$ cat config.mk
export PLATFORM = sky130hd
export DESIGN_NAME = bba_ctrl
export DESIGN_NICKNAME = d
export VERILOG_FILES = /design/src/sv/assert_macros.svh /design/src/sv/bba_pkg.sv /design/src/sv/bba_ctrl.sv
export SDC_FILE = /design/constraint.sdc
export NUM_CORES = 1
export LEC_CHECK = 0
export BUFFER_PORTS_ARGS = -buffer_cell sky130_fd_sc_hd__buf_2
export CORE_MARGIN = 2
export CORE_UTILIZATION = 35
export DETAILED_ROUTE_END_ITERATION = 6
export SYNTH_ARGS = -nofsm -noshare
export SYNTH_HDL_FRONTEND = slang
export SYNTH_SLANG_ARGS = --single-unit
$ cat constraint.sdc
create_clock -name clk -period 1.7 [get_ports clk]
set_clock_uncertainty 0.15 [all_clocks]
set_input_delay 0.17 -clock clk [delete_from_list [all_inputs] [get_ports clk]]
set_output_delay 0.17 -clock clk [all_outputs]
set_load 0.05 [all_outputs]
$ cat src/sv/assert_macros.svh
// ----------------------------------------------------------------------------
// Assertion macros
// Clocked assertion helpers; they expand to nothing when SYNTH is defined.
// ----------------------------------------------------------------------------
`ifndef ASSERT_MACROS_SVH
`define ASSERT_MACROS_SVH
`ifndef SYNTH
`define ASSERT_AT(lbl, prop, msg) \
  lbl: assert property (@(posedge clk) disable iff (rst) (prop)) else $error(msg);
`define ASSERT_NEXT(lbl, pre, post, msg) \
  lbl: assert property (@(posedge clk) disable iff (rst) (pre) |=> (post)) else $error(msg);
`else
`define ASSERT_AT(lbl, prop, msg)
`define ASSERT_NEXT(lbl, pre, post, msg)
`endif
`endif

$ cat src/sv/bba_pkg.sv
// ----------------------------------------------------------------------------
// Buddy block allocator package
// Sizes, codes, link and command types, and shared helper functions.
// ----------------------------------------------------------------------------
package bba_pkg;

  localparam int NODE_COUNT  = 1024;
  localparam int ADDR_BITS   = 32;
  localparam int MIN_ORDER   = 12;
  localparam int ORD_W       = 6;
  localparam int LVL_W       = ORD_W + 1;
  localparam int NODE_W      = $clog2(NODE_COUNT);
  localparam int WORD_BITS   = 32;
  localparam int BIT_W       = $clog2(WORD_BITS);
  localparam int POOL_WORDS  = NODE_COUNT / WORD_BITS;
  localparam int WORD_W      = $clog2(POOL_WORDS);
  localparam int STACK_DEPTH = 32;
  localparam int STACK_W     = $clog2(STACK_DEPTH);
  localparam int DEPTH_W     = STACK_W + 1;
  localparam int CNT_W       = $clog2(NODE_COUNT + 1);
  localparam int AIDX_W      = $clog2(ADDR_BITS);

  localparam logic [ORD_W-1:0] ROOT_ORDER_RESET = ORD_W'(32);

  localparam logic [1:0] LK_NODE = 2'd0;
  localparam logic [1:0] LK_AV   = 2'd1;
  localparam logic [1:0] LK_UNAV = 2'd2;

  localparam logic [1:0] ST_OK        = 2'd0;
  localparam logic [1:0] ST_NO_SPACE  = 2'd1;
  localparam logic [1:0] ST_BAD       = 2'd2;
  localparam logic [1:0] ST_POOL_FULL = 2'd3;

  localparam logic FUNC_ALLOC = 1'b0;
  localparam logic FUNC_FREE  = 1'b1;

  localparam logic [3:0] OP_NONE        = 4'd0;
  localparam logic [3:0] OP_START       = 4'd1;
  localparam logic [3:0] OP_FAIL        = 4'd2;
  localparam logic [3:0] OP_NODE_RD     = 4'd3;
  localparam logic [3:0] OP_DESCEND     = 4'd4;
  localparam logic [3:0] OP_LEAF        = 4'd5;
  localparam logic [3:0] OP_POOL_RD     = 4'd6;
  localparam logic [3:0] OP_SPLIT       = 4'd7;
  localparam logic [3:0] OP_STACK_RD    = 4'd8;
  localparam logic [3:0] OP_FIX_NODE_RD = 4'd9;
  localparam logic [3:0] OP_FIX_APPLY   = 4'd10;
  localparam logic [3:0] OP_GIVE_RD     = 4'd11;
  localparam logic [3:0] OP_GIVE_WR     = 4'd12;
  localparam logic [3:0] OP_ROOT_WR     = 4'd13;
  localparam logic [3:0] OP_OUT_LOAD    = 4'd14;

  localparam logic [1:0] DN_LEAF = 2'd0;
  localparam logic [1:0] DN_FAIL = 2'd1;
  localparam logic [1:0] DN_READ = 2'd2;

  typedef struct packed {
    logic [1:0]        kind;
    logic [ORD_W-1:0]  ord;
    logic [NODE_W-1:0] idx;
  } link_t;

  typedef struct packed {
    link_t left;
    link_t right;
  } entry_t;

  typedef struct packed {
    logic [NODE_W-1:0] node;
    logic              side;
  } stk_t;

  typedef struct packed {
    logic [3:0] op;
    logic [1:0] status_val;
  } cmd_t;

  typedef struct packed {
    logic       func;
    logic       pre_err;
    logic [1:0] pre_code;
    logic [1:0] down_code;
    logic [1:0] down_fail_code;
    logic       desc_fail;
    logic       pool_short;
    logic       split_more;
    logic       split_last;
    logic       depth_zero;
    logic       merge;
  } dp_stat_t;

  localparam link_t LINK_AV   = '{kind: LK_AV, ord: '1, idx: '1};
  localparam link_t LINK_UNAV = '{kind: LK_UNAV, ord: '1, idx: '1};

  // free order plus one, zero when nothing below is free
  function automatic logic [LVL_W-1:0] link_level(link_t l, logic [ORD_W-1:0] co);
    logic [LVL_W-1:0] r;
    r = '0;
    if (l.kind == LK_AV) r = {1'b0, co} + LVL_W'(1);
    else if (l.kind == LK_NODE) r = {1'b0, l.ord} + LVL_W'(1);
    return r;
  endfunction

  function automatic logic [BIT_W-1:0] first_one(logic [WORD_BITS-1:0] v);
    logic [BIT_W-1:0] r;
    r = '0;
    for (int i = WORD_BITS - 1; i >= 0; i--) begin
      if (v[i]) r = BIT_W'(i);
    end
    return r;
  endfunction

endpackage

$ cat src/sv/bba_ctrl.sv
// ----------------------------------------------------------------------------
// Buddy allocator controller
// Sequences check, walk down, split and fix-up; owns the channel handshakes.
// ----------------------------------------------------------------------------
module bba_ctrl import bba_pkg::*; (
  input  logic     clk,
  input  logic     rst,
  input  logic     req_valid,
  output logic     req_ready,
  output logic     rsp_valid,
  input  logic     rsp_ready,
  input  dp_stat_t st,
  output cmd_t     cmd
);

  localparam logic [3:0] S_IDLE      = 4'd0;
  localparam logic [3:0] S_CHECK     = 4'd1;
  localparam logic [3:0] S_DOWN      = 4'd2;
  localparam logic [3:0] S_DOWN_RD   = 4'd3;
  localparam logic [3:0] S_POOL_CHK  = 4'd4;
  localparam logic [3:0] S_TAKE_RD   = 4'd5;
  localparam logic [3:0] S_TAKE_WR   = 4'd6;
  localparam logic [3:0] S_FIX       = 4'd7;
  localparam logic [3:0] S_FIX_SRD   = 4'd8;
  localparam logic [3:0] S_FIX_APPLY = 4'd9;
  localparam logic [3:0] S_GIVE_RD   = 4'd10;
  localparam logic [3:0] S_GIVE_WR   = 4'd11;
  localparam logic [3:0] S_DONE      = 4'd12;

  logic [3:0] state, state_next;
  logic       out_full;
  logic       out_free;

  assign req_ready = (state == S_IDLE);
  assign rsp_valid = out_full;
  assign out_free  = !out_full || rsp_ready;

  always_comb begin
    state_next     = state;
    cmd.op         = OP_NONE;
    cmd.status_val = ST_OK;
    unique case (state)
      S_IDLE: begin
        if (req_valid) begin
          cmd.op     = OP_START;
          state_next = S_CHECK;
        end
      end
      S_CHECK: begin
        if (st.pre_err) begin
          cmd.op         = OP_FAIL;
          cmd.status_val = st.pre_code;
          state_next     = S_DONE;
        end else begin
          state_next = S_DOWN;
        end
      end
      S_DOWN: begin
        unique case (st.down_code)
          DN_LEAF: state_next = S_POOL_CHK;
          DN_FAIL: begin
            cmd.op         = OP_FAIL;
            cmd.status_val = st.down_fail_code;
            state_next     = S_DONE;
          end
          default: begin
            cmd.op     = OP_NODE_RD;
            state_next = S_DOWN_RD;
          end
        endcase
      end
      S_DOWN_RD: begin
        if (st.desc_fail) begin
          cmd.op         = OP_FAIL;
          cmd.status_val = ST_NO_SPACE;
          state_next     = S_DONE;
        end else begin
          cmd.op     = OP_DESCEND;
          state_next = S_DOWN;
        end
      end
      S_POOL_CHK: begin
        if (st.pool_short) begin
          cmd.op         = OP_FAIL;
          cmd.status_val = ST_POOL_FULL;
          state_next     = S_DONE;
        end else begin
          cmd.op     = OP_LEAF;
          state_next = st.split_more ? S_TAKE_RD : S_FIX;
        end
      end
      S_TAKE_RD: begin
        cmd.op     = OP_POOL_RD;
        state_next = S_TAKE_WR;
      end
      S_TAKE_WR: begin
        cmd.op     = OP_SPLIT;
        state_next = st.split_last ? S_FIX : S_TAKE_RD;
      end
      S_FIX: begin
        if (st.depth_zero) begin
          cmd.op     = OP_ROOT_WR;
          state_next = S_DONE;
        end else begin
          cmd.op     = OP_STACK_RD;
          state_next = S_FIX_SRD;
        end
      end
      S_FIX_SRD: begin
        cmd.op     = OP_FIX_NODE_RD;
        state_next = S_FIX_APPLY;
      end
      S_FIX_APPLY: begin
        cmd.op     = OP_FIX_APPLY;
        state_next = st.merge ? S_GIVE_RD : S_FIX;
      end
      S_GIVE_RD: begin
        cmd.op     = OP_GIVE_RD;
        state_next = S_GIVE_WR;
      end
      S_GIVE_WR: begin
        cmd.op     = OP_GIVE_WR;
        state_next = S_FIX;
      end
      S_DONE: begin
        if (out_free) begin
          cmd.op     = OP_OUT_LOAD;
          state_next = S_IDLE;
        end
      end
      default: state_next = S_IDLE;
    endcase
  end

  always_ff @(posedge clk) begin
    if (rst) begin
      state    <= S_IDLE;
      out_full <= 1'b0;
    end else begin
      state <= state_next;
      if (cmd.op == OP_OUT_LOAD) out_full <= 1'b1;
      else if (rsp_ready) out_full <= 1'b0;
    end
  end

endmodule

==> flow_metrics.tcl, run 1 <==
set metrics [dict create \
    outcome "finished with violations" \
    violated_checks "setup timing" \
    die-width_um 44.9 \
    detail_route.wirelength.met1_um 1070 \
    worstPathRequired_ns 1.38 \
    synth_most_common_cell "nand2_1" \
    gp_congestion 0.901 \
    ys_top_cells_by_count "nand2_1, a21oi_1, dfxtp_1, nand2b_1, nor2b_1" \
    maxSlewViolCount 0 \
    starting_density_of_the_core 0.379 \
    dr_total_vias 899 \
    max_freq_mhz 539 \
    drtAntennaViolNets 0 \
    clock_buffers_created_by_tritoncts 3 \
    clk_root_buffer_cell "clkbuf_4" \
    regToRegSetupSlack_ns 0.05 \
    place_ws_ns -0.0243 \
    synth.largest_area_cell "dfxtp_1" \
    mappedNetlistArea_um2 584 \
    timing.critical_path.from_type "register" \
    highest_layer "met4" \
    route.met3.wl_um 125 \
    wl_um 2420 \
    synthesis.area_per_instance_um2 7.04 \
    syn-instance-count 83 \
    rsz0062_at_grt "yes" \
    setup.worst_path.class "reg2out" \
    netlist.area_leader.share 0.171 \
    endpoint "cmd[3]" \
    ff2ff_path_depth 6 \
    netSwitchingFraction 0.491 \
    final_power_mw 2.67 \
    layout-drive-gt1-share 0.613 \
    period_minus_slack_ns 1.85 \
    top_level_pins 26 \
    met2RoutedLength_um 1180 \
    yosys_warn_count 0 \
    power_density_mw_per_mm2 2310 \
    synth_cell_type_count 35 \
    p_leak_nw 0.520 \
    synthTopCellsByArea "dfxtp_1, nand2b_1, nor2b_1" \
    routed_via_density 5.88 \
    max_cap_violations 0 \
    cts.clk_slew.worst_paths_ns 0.04 \
    h-tree-depth 1 \
    cts_hold_repair.buffers 0 \
    die_footprint_mm2 0.00201 \
    die_span_in_y_um 44.9 \
    hold_violations 0 \
    min_period_over_period 1.09 \
    fillCellCount 116 \
    grt_antenna_before_repair 0 \
    syn_to_final_growth_pct 97.9 \
    worstPathMaxFanout 5 \
    count_of_endpoints_failing_setup_in_the_final_report 6 \
    synthesized_flop_and_latch_total 5 \
    pin_count_of_the_biggest_net_entering_global_routing 11 \
    drt_iter0_drc 16 \
    antenna-diode-count 0 \
    power_frac_clock 0.049 \
    cp-end-kind "primary output" \
    number_of_global_route_vias_before_repair 822 \
    p_int_mw 1.36 \
    final_area_mm2 0.00116 \
    rr_startpoint "state[0]" \
    firstDrtPassIters 4 \
    grt_pass1_wl_um 3620 \
    worst_setup_path_startpoint "state[0]" \
    worst_ir_drop_vdd_mv 1.70 \
    postLayoutSetupSlackWorst_ns -0.155 \
    drc 0 \
    power_frac_comb 0.849 \
    remaining_max_slew_budget_at_the_tightest_pin 0.833 \
    seq_power_share 0.103 \
    post-dp-hpwl_um 1730 \
    timing_worst_slew_pin_value_ns 0.247 \
    clk_latency_ns 0.23 \
    cp_arrival_ns 1.53 \
    coreArea_mm2 0.00154 \
    clock_tree_from_tritoncts "built" \
    synth-main-ff-cell "dfxtp_1" \
    cts_num_sinks 5 \
    gr-usage-all-layers 0.243 \
    synthArstFlopShare 0 \
    final_nets 156 \
    regToRegEndpoint "state[0]" \
    cts.path.max_buffers 2 \
    ys_seq_area_frac 0.171 \
    syn_nets 101 \
    power_switching_mw 1.31 \
    synth-edff-count 0 \
    routed_wire_length_per_instance_um 15.8 \
    fin_setup_tns_ns -0.451 \
    placement.cell_area_um2 885 \
    gr-total-overflow 0 \
    min_path_type "in2reg" \
    std_cell_rows 14 \
    number_of_port_buffers 24 \
]
==> per-layer routing <==
layer  track usage  vias to the layer above
met2         0.397                       38
met4        0.0882                        0
met3        0.0400                        4
li1              -                      426
met1         0.323                      431
met5             0                        -
==> layout make-up <==
cell class / count / area [µm²] / share of cell area
well taps: 16 / 20.0 / 0.0173
inverters: 4 / 15.0 / 0.0130
repair buffers: 54 / 415 / 0.359
flip-flops and latches: 5 / 116 / 0.101
multi-input cells: 70 / 563 / 0.487
clock buffers: 4 / 26.3 / 0.0227
==> worst min-delay path by stage <==
stage / cells after the start / from / to / slack, ns
finish: 2 / rst / state[0] / 0.03
floorplan: 1 / rst / rsp_valid / 0.08
global placement: 2 / rst / state[0] / 0.27
detailed placement: 2 / rst / state[1] / 0.27
global route: 2 / rst / state[0] / 0.02
CTS: 2 / rst / state[0] / 0.01
==> power groups by stage <==
stage	logic [mW]	registers (mW)	clock network, mW
floorplan	1.11	0.213	0
finish	2.27	0.275	0.130
global route	2.37	0.282	0.142
global placement	1.60	0.248	0
detailed placement	1.61	0.248	0
CTS	2.02	0.265	0.137
==> repair_timing <==
item,in CTS,in global routing
pin swaps,5,8
resized for setup,42,12
endpoints found under the setup margin,7,7
buffers inserted,4,4
==> cells in the final DEF, fill, tap and decap left out, types with 2 or more instances in the layout <==
| cell type | netlist | final |
|---|---|---|
| nor2_1 | 3 | 2 |
| clkbuf_4 | 0 | 3 |
| a21o_1 | 3 | 3 |
| buf_6 | 0 | 14 |
| nand2_1 | 7 | 7 |
| inv_1 | 4 | 4 |
| o21ai_0 | 4 | 2 |
| and2b_2 | 0 | 2 |
| a31oi_1 | 3 | 2 |
| a32oi_1 | 3 | 3 |
| nand3_1 | 4 | 2 |
| buf_4 | 2 | 23 |
| buf_2 | 2 | 17 |
| nor2b_1 | 5 | 5 |
| nand2b_1 | 5 | 4 |
| dfxtp_4 | 0 | 4 |
| nor2_4 | 0 | 2 |
| a21oi_1 | 6 | 4 |
| a41oi_1 | 3 | 3 |
| a21oi_2 | 0 | 2 |
| nand3_2 | 0 | 2 |
==> metrics by stage <==
stage | hold slack [ns] | util | instances
after CTS | 0.0138 | 0.697 | 149
after global placement | 0.269 | 0.574 | 141
after floorplan | 0.0817 | - | 83
after detailed placement | 0.269 | 0.574 | 141
after global routing | 0.0227 | 0.750 | 153
final | 0.0277 | 0.750 | 153
==> state kept, by name, summed over array words and instances, names as in the netlist <==
signal	flops
state	4
rsp_valid	1
==> worst max-delay path, stage by stage, from the launching register on <==
cell and delay [ns]:
dfxtp_4 0.35, and2b_2 0.26, o21ai_2 0.08, o21ai_1 0.08, or3_1 0.37, buf_6 0.17
==> kinds of logic (layout without fill, tap and decap cells) <==
group,after synthesis,after routing,synth area share
AND/OR/NAND/NOR,39,39,0.375
buffers and inverters,8,62,0.0685
flip-flops,5,5,0.171
AO/OA/AOI/OAI,31,31,0.385
Note: power is estimated with default switching activity, not from simulation.
==> run 2: changes to the inputs <==
Settings changed: GPL_TIMING_DRIVEN set to 0.
==> run 2 against run 1 <==
The run still ends with setup timing left. Critical path depth up 1. Non-clock buffer count down 9. Maximum frequency down 3.9%. Final cell count down 5.9%. Hold slack better by 0.0029 ns. Global-route usage up 0.41 points. Sequential cell count unchanged. Setup slack worse by 0.075 ns. Cell area down 6.0%. Count of clock-buffer cells in the layout unchanged. Die area unchanged. Largest cell class unchanged.
==> flow_metrics.tcl, run 2 (synthesis gave the netlist of run 1 again) <==
set metrics [dict create \
    max_freq_mhz 518 \
    min_path_type "in2reg" \
    postLayoutSetupSlackWorst_ns -0.230 \
    die_footprint_mm2 0.00201 \
    cts_num_sinks 5 \
    clock_tree_from_tritoncts "built" \
    cp_arrival_ns 1.61 \
    std_cell_rows 14 \
    layout-drive-gt1-share 0.578 \
    top_level_pins 26 \
    multiInputGateArea_um2 557 \
    wl_um 2450 \
    final_nets 147 \
    clk_root_buffer_cell "clkbuf_4" \
    ff2ff_path_depth 6 \
    timing_worst_slew_pin_value_ns 0.311 \
    dr_total_vias 883 \
    gp_congestion 0.877 \
    syn_to_final_growth_pct 86.1 \
    min_delay_worst_endpoint "state[0]" \
    fillCellCount 121 \
    rsz0062_at_grt "yes" \
    h-tree-depth 1 \
    clock_buffers_created_by_tritoncts 3 \
    drc 0 \
    cts.path.max_buffers 2 \
    timing.critical_path.from_type "register" \
    firstDrtPassIters 4 \
    worst_ir_drop_vdd_mv 1.58 \
    post-dp-hpwl_um 1450 \
    setup.worst_path.class "reg2out" \
    cp-end-kind "primary output" \
    regArea_um2 114 \
    starting_density_of_the_core 0.379 \
    number_of_port_buffers 24 \
    count_of_endpoints_failing_setup_in_the_final_report 6 \
    final_power_mw 2.55 \
    violated_checks "setup timing" \
    die_span_in_y_um 44.9 \
    min_period_over_period 1.14 \
    drtAntennaViolNets 0 \
    hold_path_depth 2 \
    final_cell_mix "buf_2, buf_4, buf_6" \
    regToRegSetupSlack_ns 0.09 \
    maxSlewViolCount 0 \
    largest_register_ffs 4 \
    worstPathRequired_ns 1.38 \
    grt_antenna_before_repair 0 \
    grt_pass1_wl_um 3620 \
    clk_latency_ns 0.24 \
    outcome "finished with violations" \
    worst_setup_path_startpoint "state[3]" \
    p_leak_nw 0.482 \
    fin_util 0.705 \
    antenna-diode-count 0 \
    remaining_max_slew_budget_at_the_tightest_pin 0.790 \
    drt_iter0_drc 39 \
    max_cap_violations 0 \
    rr_startpoint "state[3]" \
    power_density_mw_per_mm2 2350 \
    mostFrequentLayoutCell "buf_2" \
    gr-usage-all-layers 0.247 \
    hold_violations 0 \
    pin_count_of_the_biggest_net_entering_global_routing 11 \
    register_bank_with_the_most_flops "state" \
    cts.clk_slew.worst_paths_ns 0.05 \
    die-width_um 44.9 \
    routed_wire_length_per_instance_um 17.0 \
    regToRegEndpoint "state[2]" \
    coreArea_mm2 0.00154 \
    min_from "rst" \
    worstPathMaxFanout 4 \
    gr-total-overflow 0 \
    number_of_global_route_vias_before_repair 820 \
    period_minus_slack_ns 1.93 \
    routed_via_density 6.13 \
]
## run 2: worst max path at each step
stage | endpoint | slack, ns
finish | cmd[4] | -0.23
global route | cmd[4] | -0.29
CTS | cmd[4] | -0.19
detailed placement | cmd[4] | -0.15
global placement | cmd[4] | -0.15
floorplan | cmd[4] | -0.23
## run 2: final cells by class
cell class / count / area share
inverters: 4 / 0.0138
flip-flops and latches: 5 / 0.105
multi-input cells: 70 / 0.512
plain buffers: 4 / 0.0449
repair buffers: 41 / 0.282
well taps: 16 / 0.0184
clock buffers: 4 / 0.0242
## run 2: per-stage QoR
step | hold WS (ns) | setup WS, ns | TNS (ns) | cell area [µm²] | cells
after global routing | 0.0361 | -0.293 | -1.30 | 1090 | 144
final | 0.0306 | -0.230 | -0.999 | 1090 | 144
after CTS | 0.0188 | -0.193 | -0.792 | 948 | 138
after global placement | 0.273 | -0.149 | -0.210 | 748 | 123
after floorplan | 0.0817 | -0.229 | -0.308 | 608 | 83
after detailed placement | 0.273 | -0.148 | -0.233 | 748 | 123
## run 2: critical path, stage by stage, from the launching register on
cell and delay, ns:
dfxtp_2 0.35, buf_6 0.11, and2b_2 0.25, o2bb2ai_2 0.13, a31oi_2 0.20, o211ai_1 0.12
buf_4 0.21
## run 2: timing repair
| action | CTS | global route |
|---|---|---|
| gates resized for setup | 30 | 23 |
| pin swaps | 5 | 10 |
| hold endpoints to repair | 0 | 0 |
| gates cloned | 0 | 0 |
| buffers inserted | 11 | 9 |
| setup endpoints to repair | 7 | 8 |
| hold buffers | 0 | 0 |
## run 2: layer usage
layer,routed length (µm),track usage,up-vias
li1,-,-,408
met1,964,0.303,412
met2,1180,0.386,55
met3,224,0.0640,8
met4,78,0.153,0
met5,0,0,-
## run 2: where the power goes
group	leakage, nW	switching [mW]	internal (mW)
clock	0.0150	0.0529	0.0890
combinational	0.423	1.18	0.983
sequential	0.0439	0.0644	0.186
total	0.482	1.30	1.26
==> run 3: changes to the inputs <==
Settings changed: CTS_BUF_LIST set to sky130_fd_sc_hd__clkbuf_16, CTS_CLUSTER_SIZE set to 12.
==> run 3 against run 2 <==
The run still ends with setup timing left. Power rose by 6.1%. Combinational power fell by 4%. Final cell count fell by 1.4%. Via count rose by 1.1%. Count of clock-buffer cells in the layout fell by 1. Sequential share of layout area fell by 0.13 points. Largest power group unchanged. First-iteration DRC count rose by 26%. Cell area rose by 1.3%. Clock power rose to 2.7 times the previous value. Setup slack improved by 0.018 ns. Highest routed layer unchanged. Die area did not move. Sequential power barely moved.
==> flow_metrics.tcl, run 3 (synthesis gave the netlist of run 1 again) <==
set metrics [dict create \
    outcome "finished with violations" \
    violated_checks "setup timing" \
    top_level_pins 26 \
    worstPathMaxFanout 8 \
    cts_num_sinks 5 \
    final_cell_mix "buf_2, buf_4, buf_6" \
    rsz0062_at_grt "yes" \
    clock_buffers_created_by_tritoncts 3 \
    clk_latency_ns 0.23 \
    max_cap_violations 0 \
    gr-total-overflow 0 \
    gp_congestion 0.877 \
    timing.critical_path.from_type "register" \
    coreArea_mm2 0.00154 \
    count_of_endpoints_failing_setup_in_the_final_report 6 \
    die-width_um 44.9 \
    antenna-diode-count 0 \
    mostFrequentLayoutCell "buf_2" \
    cts.path.max_buffers 2 \
    timing_worst_slew_pin_value_ns 0.316 \
    power_density_mw_per_mm2 2460 \
    routed_via_density 6.29 \
    std_cell_rows 14 \
    dr_total_vias 893 \
    final_nets 145 \
    power_switching_mw 1.31 \
    number_of_global_route_vias_before_repair 799 \
    die_span_in_y_um 44.9 \
    drt_iter0_drc 49 \
    seq_power_share 0.092 \
    min_delay_worst_endpoint "state[0]" \
    regToRegEndpoint "state[2]" \
    setup.worst_path.class "reg2out" \
    power_frac_comb 0.768 \
    starting_density_of_the_core 0.379 \
    p_int_mw 1.40 \
    p_leak_nw 0.489 \
    hold_path_depth 2 \
    maxSlewViolCount 0 \
    firstDrtPassIters 4 \
    post-dp-hpwl_um 1450 \
    min_from "rst" \
    ff2ff_path_depth 6 \
    fin_util 0.714 \
    largest_register_ffs 4 \
    remaining_max_slew_budget_at_the_tightest_pin 0.786 \
    register_bank_with_the_most_flops "state" \
    rr_startpoint "state[3]" \
    power_frac_clock 0.140 \
    gr-usage-all-layers 0.243 \
    hold_violations 0 \
    drtAntennaViolNets 0 \
    worst_ir_drop_vdd_mv 1.56 \
    grt_pass1_wl_um 3530 \
    pin_count_of_the_biggest_net_entering_global_routing 11 \
    routed_wire_length_per_instance_um 17.3 \
    clk_root_buffer_cell "clkbuf_16" \
    max_freq_mhz 523 \
    cp_arrival_ns 1.59 \
    grt_antenna_before_repair 0 \
    min_period_over_period 1.12 \
    fin_setup_tns_ns -0.844 \
    regToRegSetupSlack_ns 0.10 \
    worstPathRequired_ns 1.38 \
    postLayoutSetupSlackWorst_ns -0.212 \
    drc 0 \
    cp-end-kind "primary output" \
    cts_hold_repair.buffers 0 \
    die_footprint_mm2 0.00201 \
    number_of_port_buffers 24 \
    cts.clk_slew.worst_paths_ns 0.03 \
    netSwitchingFraction 0.484 \
    h-tree-depth 1 \
    min_path_type "in2reg" \
    clock_tree_from_tritoncts "built" \
    syn_to_final_growth_pct 88.4 \
    layout-drive-gt1-share 0.556 \
    period_minus_slack_ns 1.91 \
    wl_um 2460 \
]
[run 3: cell types whose count changed in the layout (fill, tap and decap cells not counted), moves of 2 or more]
cell	change
buf_8	-3
clkbuf_4	-3
buf_6	+2
clkbuf_16	+3
[run 3: metrics by stage]
| stage | power [mW] | area [µm²] | cells | hold WS (ns) | setup slack [ns] |
|---|---|---|---|---|---|
| after floorplan | 1.33 | 608 | 83 | 0.0817 | -0.229 |
| after global placement | 1.61 | 748 | 123 | 0.273 | -0.149 |
| after detailed placement | 1.61 | 748 | 123 | 0.273 | -0.148 |
| after CTS | 2.36 | 993 | 137 | 0.0413 | -0.178 |
| after global routing | 2.84 | 1100 | 142 | 0.0577 | -0.258 |
| final | 2.71 | 1100 | 142 | 0.0505 | -0.212 |
[run 3: timing repair]
action                                 in CTS  in global routing
endpoints found under the hold margin       0                  0
buffers inserted                           10                  9
resized for setup                          30                 17
setup endpoints to repair                   6                  7
pin swaps                                   5                  9
[run 3: power by group through the flow]
stage / Combinational, mW / Sequential [mW] / Clock (mW)
floorplan: 1.11 / 0.213 / 0
global placement: 1.39 / 0.222 / 0
detailed placement: 1.39 / 0.223 / 0
CTS: 1.74 / 0.240 / 0.386
global route: 2.18 / 0.256 / 0.398
finish: 2.08 / 0.250 / 0.379
[run 3: worst max-delay path by stage]
stage | start | end | slack [ns]
final | state[2] | cmd[4] | -0.21
after detailed placement | state[3] | cmd[4] | -0.15
after floorplan | state[1] | cmd[4] | -0.23
after global placement | state[3] | cmd[4] | -0.15
after global routing | state[1] | cmd[4] | -0.26
after CTS | state[3] | cmd[4] | -0.18
[run 3: cell type report]
cell class                 count  area (µm²)
sequential                     5         114
timing repair buffer          39         284
clock inverter                 1        3.75
inverter                       4        15.0
fill                         118         440
multi-input combinational     70         548
buffer                         4        41.3
tap                           16        20.0
clock buffer                   3        75.1
[run 3: critical path, cell delays in order (launching register included)]
cell and delay [ns]:
dfxtp_4 0.35, buf_6 0.14, and2b_2 0.23, o2bb2ai_2 0.13, a31oi_2 0.18, o211ai_1 0.14
buf_4 0.21
[run 3: per-layer routing]
metal	GRT usage	share of wire	vias up
met3	0.0760	0.11	8
met2	0.391	0.48	58
met1	0.301	0.38	424
met4	0.100	0.024	0
met5	0	0	-
li1	-	-	403
